`src/rgbwenc_pkg.sv`:
```
// Shared types and constants for the RGBW LED SPI bit encoder.
// No dependencies; imported by every module of the block.
`default_nettype none

package rgbwenc_pkg;

  // Configuration register indexes
  localparam logic [1:0] REG_BRIGHTNESS = 2'd0;
  localparam logic [1:0] REG_ONE_CODE   = 2'd1;
  localparam logic [1:0] REG_ZERO_CODE  = 2'd2;
  localparam logic [1:0] REG_RESET_LEN  = 2'd3;

  // Register reset values
  localparam logic [7:0] BRIGHTNESS_RST = 8'd255;
  localparam logic [7:0] ONE_CODE_RST   = 8'd240;
  localparam logic [7:0] ZERO_CODE_RST  = 8'd192;
  localparam logic [8:0] RESET_LEN_RST  = 9'd64;

  // Longest reset run, in bytes
  localparam logic [8:0] MAX_RESET_BYTES = 9'd256;

  // Percent clamp
  localparam logic [7:0] PCT_MAX = 8'd100;

  // floor(x/100) = (x*RECIP_100) >> 22 for x < 43690
  localparam logic [15:0] RECIP_100 = 16'd41944;
  // floor(y/255) = (y*RECIP_255) >> 24 for y < 66052
  localparam logic [16:0] RECIP_255 = 17'd65794;
  // Rounding offset for the brightness scale
  localparam logic [15:0] ROUND_255 = 16'd128;

  // Bytes in one SPI word
  localparam logic [3:0] WORD_BYTES = 4'd8;

  // One pixel after scaling, channels in send order G, R, B, W
  typedef struct packed {
    logic [3:0][7:0] chan;
    logic [8:0]      rem;
  } rgbwenc_entry_t;

endpackage

`default_nettype wire

```
`src/rgbwenc_front.sv`:
```
// Front end: accepts pixels and scales each channel by percent and brightness.
// Four-stage lane pipeline; depends on rgbwenc_pkg.
`default_nettype none

module rgbwenc_front
  import rgbwenc_pkg::*;
(
  input  wire logic           clk,
  input  wire logic           rst,
  input  wire logic           in_valid,
  output logic                in_ready,
  input  wire logic [7:0]     red,
  input  wire logic [7:0]     green,
  input  wire logic [7:0]     blue,
  input  wire logic [7:0]     white,
  input  wire logic [7:0]     percent,
  input  wire logic           final_pixel,
  input  wire logic [7:0]     brightness,
  input  wire logic [8:0]     reset_len,
  output logic                push_valid,
  input  wire logic           push_ready,
  output rgbwenc_entry_t      push_data
);

  logic [3:0]       vld;
  logic             en;
  logic [3:0][7:0]  chan_in;
  logic [6:0]       pct_c;
  logic [8:0]       rem_in;

  logic [3:0][14:0] s1_prod;
  logic [3:0][7:0]  s2_val;
  logic [3:0][15:0] s3_sum;
  logic [3:0][7:0]  s4_val;
  logic [8:0]       s1_rem, s2_rem, s3_rem, s4_rem;

  logic [3:0][30:0] div100_prod;
  logic [3:0][32:0] div255_prod;

  // Advance the whole pipe unless the last stage is blocked by a full queue
  assign en         = !vld[3] || push_ready;
  assign in_ready   = en;
  assign push_valid = vld[3];
  assign push_data  = '{chan: s4_val, rem: s4_rem};

  // Reorder into send order and clamp controls
  always_comb begin
    chan_in[0] = green;
    chan_in[1] = red;
    chan_in[2] = blue;
    chan_in[3] = white;
    pct_c = (percent > PCT_MAX) ? PCT_MAX[6:0] : percent[6:0];
    if (!final_pixel) begin
      rem_in = '0;
    end else if (reset_len > MAX_RESET_BYTES) begin
      rem_in = MAX_RESET_BYTES;
    end else begin
      rem_in = reset_len;
    end
  end

  // Reciprocal multiplies for the two constant divisions
  always_comb begin
    for (int i = 0; i < 4; i++) begin
      div100_prod[i] = 31'(s1_prod[i]) * 31'(RECIP_100);
      div255_prod[i] = 33'(s3_sum[i]) * 33'(RECIP_255);
    end
  end

  // Stage valid bits
  always_ff @(posedge clk) begin
    if (rst) begin
      vld <= '0;
    end else if (en) begin
      vld <= {vld[2:0], in_valid};
    end
  end

  // Lane datapath
  always_ff @(posedge clk) begin
    if (en) begin
      for (int i = 0; i < 4; i++) begin
        s1_prod[i] <= 15'(chan_in[i]) * 15'(pct_c);
        s2_val[i]  <= div100_prod[i][29:22];
        s3_sum[i]  <= 16'(s2_val[i]) * 16'(brightness) + ROUND_255;
        s4_val[i]  <= div255_prod[i][31:24];
      end
      s1_rem <= rem_in;
      s2_rem <= s1_rem;
      s3_rem <= s2_rem;
      s4_rem <= s3_rem;
    end
  end

endmodule

`default_nettype wire

```
`src/rgbwenc_queue.sv`:
```
// Short flop-based queue between the front end and the serializer.
// Holds scaled pixels; depends on rgbwenc_pkg.
`default_nettype none

module rgbwenc_queue
  import rgbwenc_pkg::*;
#(
  parameter int DEPTH = 4
) (
  input  wire logic           clk,
  input  wire logic           rst,
  input  wire logic           push_valid,
  output logic                push_ready,
  input  wire rgbwenc_entry_t push_data,
  output logic                pop_valid,
  input  wire logic           pop_ready,
  output rgbwenc_entry_t      pop_data
);

  localparam int PW = (DEPTH > 1) ? $clog2(DEPTH) : 1;
  localparam int CW = $clog2(DEPTH + 1);
  localparam logic [PW-1:0] LAST_PTR = PW'(DEPTH - 1);
  localparam logic [CW-1:0] FULL_CNT = CW'(DEPTH);

  rgbwenc_entry_t mem [DEPTH];
  logic [PW-1:0]  wr_ptr, rd_ptr;
  logic [CW-1:0]  count;
  logic           do_push, do_pop;

  assign push_ready = (count != FULL_CNT);
  assign pop_valid  = (count != '0);
  assign pop_data   = mem[rd_ptr];
  assign do_push    = push_valid && push_ready;
  assign do_pop     = pop_valid && pop_ready;

  // Pointers and fill count
  always_ff @(posedge clk) begin
    if (rst) begin
      wr_ptr <= '0;
      rd_ptr <= '0;
      count  <= '0;
    end else begin
      if (do_push) begin
        wr_ptr <= (wr_ptr == LAST_PTR) ? '0 : wr_ptr + 1'b1;
      end
      if (do_pop) begin
        rd_ptr <= (rd_ptr == LAST_PTR) ? '0 : rd_ptr + 1'b1;
      end
      if (do_push && !do_pop) begin
        count <= count + 1'b1;
      end else if (do_pop && !do_push) begin
        count <= count - 1'b1;
      end
    end
  end

  // Storage
  always_ff @(posedge clk) begin
    if (do_push) begin
      mem[wr_ptr] <= push_data;
    end
  end

endmodule

`default_nettype wire

```
`src/rgbwenc_back.sv`:
```
// Back end: expands channels to SPI code bytes and appends reset words.
// One word per cycle into an output register while the receiver takes them; depends on rgbwenc_pkg.
`default_nettype none

module rgbwenc_back
  import rgbwenc_pkg::*;
(
  input  wire logic           clk,
  input  wire logic           rst,
  input  wire logic           pop_valid,
  output logic                pop_ready,
  input  wire rgbwenc_entry_t pop_data,
  input  wire logic [7:0]     one_code,
  input  wire logic [7:0]     zero_code,
  output logic                out_valid,
  input  wire logic           out_ready,
  output logic [63:0]         spi_word,
  output logic [3:0]          byte_count,
  output logic                end_of_run
);

  logic            busy;
  logic [3:0][7:0] chan;
  logic [1:0]      idx;
  logic            in_rst;
  logic [8:0]      rem;

  logic [63:0]     word;
  logic [3:0]      count;
  logic [8:0]      rem_left;
  logic            done;
  logic            load;
  logic            fire;
  logic [7:0]      cur;

  // Build the next word
  always_comb begin
    cur      = chan[idx];
    word     = '0;
    count    = WORD_BYTES;
    rem_left = rem;
    done     = 1'b0;
    if (!in_rst) begin
      for (int i = 0; i < 8; i++) begin
        word[i*8 +: 8] = cur[i] ? one_code : zero_code;
      end
      done = (idx == 2'd3) && (rem == '0);
    end else begin
      count    = (rem > 9'(WORD_BYTES)) ? WORD_BYTES : rem[3:0];
      rem_left = rem - 9'(count);
      done     = (rem_left == '0);
    end
  end

  assign load      = !out_valid || out_ready;
  assign fire      = busy && load;
  assign pop_ready = !busy || (fire && done);

  // Sequence through channels, then reset words
  always_ff @(posedge clk) begin
    if (rst) begin
      busy   <= 1'b0;
      idx    <= '0;
      in_rst <= 1'b0;
    end else if (pop_valid && pop_ready) begin
      busy   <= 1'b1;
      idx    <= '0;
      in_rst <= 1'b0;
    end else if (fire) begin
      if (done) begin
        busy <= 1'b0;
      end else if (!in_rst) begin
        if (idx == 2'd3) begin
          in_rst <= 1'b1;
        end else begin
          idx <= idx + 1'b1;
        end
      end
    end
  end

  // Pixel payload and remaining reset bytes
  always_ff @(posedge clk) begin
    if (pop_valid && pop_ready) begin
      chan <= pop_data.chan;
      rem  <= pop_data.rem;
    end else if (fire && in_rst) begin
      rem <= rem_left;
    end
  end

  // Output register
  always_ff @(posedge clk) begin
    if (rst) begin
      out_valid <= 1'b0;
    end else if (load) begin
      out_valid <= fire;
    end
  end

  always_ff @(posedge clk) begin
    if (load) begin
      spi_word   <= word;
      byte_count <= count;
      end_of_run <= done;
    end
  end

endmodule

`default_nettype wire

```
`src/rgbw_led_spi_bit_encoder.sv`:
```
// RGBW addressable-LED SPI bit encoder: top level with configuration registers.
// Uses rgbwenc_pkg, rgbwenc_front, rgbwenc_queue and rgbwenc_back.
//
// Usage: pixels arrive on the s_ stream, one per beat; s_tdata carries red,
// green, blue, white and percent, s_tlast marks the last pixel of a frame.
// Each pixel gives four beats on the m_ stream (G, R, B, W), each a 64-bit
// word of eight SPI code bytes, first byte on top, with the valid byte count
// above it. After a last pixel, min(reset_len, 256) zero bytes follow
// in words of up to eight bytes. m_tlast marks the final beat caused by each pixel.
// Path: the first word of a pixel passes the four scaling stages, the
// queue, the serializer and the output reg before m_tvalid rises.
// Throughput: one output word per cycle while m_tready holds, the
// serializer setting the pace: four words per pixel, plus
// ceil(min(reset_len, 256)/8) reset words after a last pixel.
// The front keeps taking pixels while the queue has room, so a stalled
// receiver only holds the output register and the serializer; s_tready
// drops once the queue is full and the last scaling stage holds a pixel.
// Reset clears the pipe and queue and loads the register defaults
// (brightness 255, one code 240, zero code 192, reset length 64).
// Write configuration only while the block is idle.
`default_nettype none

module rgbw_led_spi_bit_encoder
  import rgbwenc_pkg::*;
#(
  parameter int QUEUE_DEPTH = 4
) (
  input  wire logic        clk,
  input  wire logic        rst,
  input  wire logic        s_tvalid,
  output logic             s_tready,
  input  wire logic [39:0] s_tdata,   // red, green, blue, white, percent
  input  wire logic        s_tlast,   // final_pixel
  output logic             m_tvalid,
  input  wire logic        m_tready,
  output logic [71:0]      m_tdata,   // spi_word[63:0], byte_count[67:64], zero pad
  output logic             m_tlast,   // end_of_run
  input  wire logic        cfg_we,
  input  wire logic [1:0]  cfg_index,
  input  wire logic [8:0]  cfg_data
);

  logic [7:0]     brightness;
  logic [7:0]     one_code;
  logic [7:0]     zero_code;
  logic [8:0]     reset_len;

  logic           push_valid, push_ready;
  rgbwenc_entry_t push_data;
  logic           pop_valid, pop_ready;
  rgbwenc_entry_t pop_data;
  logic [63:0]    spi_word;
  logic [3:0]     byte_count;

  // Configuration registers
  always_ff @(posedge clk) begin
    if (rst) begin
      brightness <= BRIGHTNESS_RST;
      one_code   <= ONE_CODE_RST;
      zero_code  <= ZERO_CODE_RST;
      reset_len  <= RESET_LEN_RST;
    end else if (cfg_we) begin
      unique case (cfg_index)
        REG_BRIGHTNESS: brightness <= cfg_data[7:0];
        REG_ONE_CODE:   one_code   <= cfg_data[7:0];
        REG_ZERO_CODE:  zero_code  <= cfg_data[7:0];
        REG_RESET_LEN:  reset_len  <= cfg_data;
        default:        ;
      endcase
    end
  end

  rgbwenc_front u_front (
    .clk         (clk),
    .rst         (rst),
    .in_valid    (s_tvalid),
    .in_ready    (s_tready),
    .red         (s_tdata[7:0]),
    .green       (s_tdata[15:8]),
    .blue        (s_tdata[23:16]),
    .white       (s_tdata[31:24]),
    .percent     (s_tdata[39:32]),
    .final_pixel (s_tlast),
    .brightness  (brightness),
    .reset_len   (reset_len),
    .push_valid  (push_valid),
    .push_ready  (push_ready),
    .push_data   (push_data)
  );

  rgbwenc_queue #(
    .DEPTH (QUEUE_DEPTH)
  ) u_queue (
    .clk        (clk),
    .rst        (rst),
    .push_valid (push_valid),
    .push_ready (push_ready),
    .push_data  (push_data),
    .pop_valid  (pop_valid),
    .pop_ready  (pop_ready),
    .pop_data   (pop_data)
  );

  rgbwenc_back u_back (
    .clk        (clk),
    .rst        (rst),
    .pop_valid  (pop_valid),
    .pop_ready  (pop_ready),
    .pop_data   (pop_data),
    .one_code   (one_code),
    .zero_code  (zero_code),
    .out_valid  (m_tvalid),
    .out_ready  (m_tready),
    .spi_word   (spi_word),
    .byte_count (byte_count),
    .end_of_run (m_tlast)
  );

  assign m_tdata = {4'b0000, byte_count, spi_word};

endmodule

`default_nettype wire

```
`config.mk`:
```
export PLATFORM = sky130hd
export DESIGN_NAME = rgbw_led_spi_bit_encoder
export DESIGN_NICKNAME = d
export VERILOG_FILES = /design/src/rgbwenc_pkg.sv /design/src/rgbwenc_front.sv /design/src/rgbwenc_queue.sv /design/src/rgbwenc_back.sv /design/src/rgbw_led_spi_bit_encoder.sv
export SDC_FILE = /design/constraint.sdc
export NUM_CORES = 2
export LEC_CHECK = 0
export BUFFER_PORTS_ARGS = -buffer_cell sky130_fd_sc_hd__buf_2
export CAP_MARGIN = 30
export CELL_PAD_IN_SITES_DETAIL_PLACEMENT = 1
export CELL_PAD_IN_SITES_GLOBAL_PLACEMENT = 1
export CORE_MARGIN = 5
export CORE_UTILIZATION = 45
export DETAILED_ROUTE_END_ITERATION = 7
export HOLD_SLACK_MARGIN = 0.12
export PLACE_DENSITY_LB_ADDON = 0.1
export SLEW_MARGIN = 40
export SYNTH_ARGS = -nofsm -noshare
export SYNTH_HDL_FRONTEND = slang
export SYNTH_SLANG_ARGS = --single-unit
export TNS_END_PERCENT = 5
```
`constraint.sdc`:
```
create_clock -name clk -period 7.5 [get_ports clk]
set_clock_uncertainty 0.05 [all_clocks]
set_input_delay 0 -clock clk [delete_from_list [all_inputs] [get_ports clk]]
set_output_delay 0 -clock clk [all_outputs]
set_load 0.02 [all_outputs]
```
==> impl_metrics.yaml <==
status:
  status: "finished clean"
global_route:
  globalRouteMet2Util_pct: 33.61
  grt-ovfl-total: 0
  grtUsageMet1_pct: 26.01
  grt_usage_pct: 19.10
  grt_busiest_layer: "met2"
  grt_pass1_vias: 36260
  grt_max_degree: 125
  met3_usage_pct: 1.880
  grt_pass1_wl_microns: 194000
  antenna_found_initial: 0
floorplanning:
  die_h_microns: 353.3
  dieArea_sq_mm: 0.1248
  start_util_pct: 45.10
  core_area_sq_mm: 0.1176
  num_io_pins: 132
  rows: 126
  die_x_microns: 353.3
synthesis:
  yosysMostFrequentCell: "ha_1"
  yosysSeqAreaShare_pct: 30.12
  synth_area_per_cell_sq_um: 11.29
  ys.flop_type: "edfxtp_1"
  synth_compound_area_share_pct: 4.135
  netlist_top_cells_count: "ha_1, inv_1, fa_1"
  synthTopCellsByArea: "edfxtp_1, ha_1, fa_1"
  yosysTopAreaCell: "edfxtp_1"
  synth_edf_count: 498
  synth_cell_types: 73
  synthSimpleGateAreaFrac_pct: 9.617
  synth_seq_cells: 549
  yosys_warnings: 0
  synth_top_family_by_area: "adder cells"
  synth_xor_area_share_pct: 2.559
  syn_area_sq_mm: 0.05304
  synth_top_area_share_pct: 28.19
  synthCells: 4698
  muxShareOfSynthArea_pct: 3.590
  synth_fa_ha_area_share_pct: 42.53
  async_reset_ff_share_pct: 0
drt:
  final_antenna_net_count: 0
  drt_iter0_drc: 1159
  drt_first_pass_iters: 5
  drt-total-wl_microns: 115700
  num_vias: 32820
  drc_errors: 0
  wl_per_cell_microns: 17.96
  routed_via_density: 5.095
placement:
  post-dp-hpwl_microns: 93090
  gp_congestion: 0.7945
  dp_cells: 6272
  dpl_cell_area_sq_mm: 0.05540
  port-buffer-count: 127
critical_path:
  slowest_stage: "edfxtp_1"
  crit_path_end_kind: "register"
  cp-start-kind: "register"
  worstPathCellList: "ha_1 -> inv_1 -> fa_1 -> inv_1 -> fa_1 -> inv_1 -> fa_1 -> inv_1 -> fa_1 -> ha_1 -> a211oi_1 -> o211ai_1 -> o2111ai_1 -> a31oi_1 -> o21a_1 -> o21ai_0 -> o221ai_1 -> xnor2_1"
  r2r-start: "u_front.s1_prod[39]"
  rrSetupSlack_ns: 1.85
  crit_type: "register to register"
  crit_required_ns: 7.82
  r2r_cells: 18
  worstPathArrival_ns: 5.97
  critPathMaxFanout: 6
  r2r_end: "u_front.s2_val[23]"
  crit_path_max_incr_delay_ns: 0.54
final_layout:
  diodes: 0
  drive_gt1_share_pct: 7.214
  nets: 6393
  fin_area_sq_mm: 0.05798
  nFillCells: 12630
  syn_to_final_growth_pct: 9.312
  final-seq-area_sq_mm: 0.01598
  layout.cells.non_filler: 6443
  multiInputGateArea_sq_mm: 0.03319
sta:
  hold_slack_ns: 0.1710
  worst_slew_pin_slew_ns: 0.8178
  rsz0062_at_grt: "no"
  setup_viol: 0
  slew_headroom_pct: 45.41
  slew_viol_final: 0
  period_share_pct: 75.29
  hold_violations: 0
  fmax_mhz: 177.1
  fin_crit_ns: 5.647
  tns_ns: 0
clock_network:
  cts_tree: "built"
  clock_latency_ns: 0.65
  cts_resized: 0
  postCtsHoldBufs: 50
  cts_setup_buffers: 0
  clock_sinks: 549
  htree_levels: 3
  cts_max_path_buffers: 3
  cts-buffers-inserted: 67
  root_buffer: "clkbuf_16"
  clkTransAtPathRegs_ns: 0.05
hold_path:
  holdPathEnd: "u_front.s1_prod[1]"
  hold_path_startpoint: "s_tdata[32]"
  hp-class: "primary input to register"
  holdPathStages: 3
job:
  max-cap-violations: 0
layer usage:
layer	wire (microns)	share of wire, %
met5	0	0
met4	1580	1.4
met3	2583	2.2
met2	57320	50
met1	54200	47
layout make-up:
class	count	share of cell area (%)
sequential	549	27.56
clock inverter	36	0.5265
timing repair buffer	201	2.287
clock buffer	85	3.062
inverter	925	6.010
multi-input combinational	3111	57.24
tap	1536	3.314
how the worst max path moves through the flow:
stage                        start                    end  slack [ns]  cells after the start
5_1_grt        u_front.s1_prod[41]     u_front.s2_val[23]        1.41                     18
4_1_cts         u_front.s1_prod[6]      u_front.s2_val[4]        1.78                     18
3_5_place_dp           s_tdata[33]    u_front.s1_prod[59]        1.63                     23
3_3_place_gp    u_front.s1_prod[6]      u_front.s2_val[7]        1.53                     18
6_report       u_front.s1_prod[39]     u_front.s2_val[23]        1.85                     18
2_1_floorplan     u_queue.count[0]  u_front.push_data[10]        1.64                      4
critical path: cells and delay by family (launching register included):
family / cells / cell delay, ns
adder cells (fa/ha/maj): 6 / 2.62
XOR/XNOR: 1 / 0.15
flip-flops: 1 / 0.54
AO/OA/AOI/OAI: 7 / 1.81
buffers and inverters: 4 / 0.23
sequential cells by signal, indices dropped and copies added (netlist names), 8 cells and up, named ones only:
signal / count
u_back.spi_word: 64
one_code: 8
u_front.s1_rem: 9
u_back.rem: 9
brightness: 8
zero_code: 8
u_back.chan: 32
u_front.s4_rem: 9
u_front.s3_sum: 64
reset_len: 9
u_front.s2_rem: 9
u_queue.mem: 164
u_front.s1_prod: 60
u_front.push_data: 32
u_front.s2_val: 32
u_front.s3_rem: 9
through the flow:
stage	setup WS [ns]	util, %
2_1_floorplan	1.641	-
3_3_place_gp	1.535	47.08
3_5_place_dp	1.633	47.11
4_1_cts	1.776	49.30
5_1_grt	1.412	49.30
6_report	1.853	49.30
cells by family (layout without fill, tap and decap cells):
group | count (synthesis) | in the layout
AOI/OAI and AO/OA | 337 | 337
xor gates and xnor gates | 155 | 155
adders and majority gates | 1481 | 1481
buffers and inverters | 1041 | 1247
DFF | 549 | 549
muxes | 128 | 128
other | 2 | 5
and+or+nand+nor | 1005 | 1005
cells in the final DEF, fill, tap and decap left out, types with 32 or more instances in the layout:
cell type	n
ha_1	944
inv_1	924
fa_1	537
edfxtp_1	498
nand2_1	295
and2_1	190
nor2_1	165
buf_2	126
xnor2_1	120
and3_1	115
a21oi_1	105
mux2i_1	71
clkbuf_16	68
o21ai_0	64
nor2b_1	63
dlygate4sd3_1	50
mux4_2	49
dfxtp_1	46
nor3_1	43
a21o_1	36
xor2_1	35
nand3_1	32
Power is not shown: default switching activity piles up to over one toggle a cycle in this logic, so the estimate is an artifact.
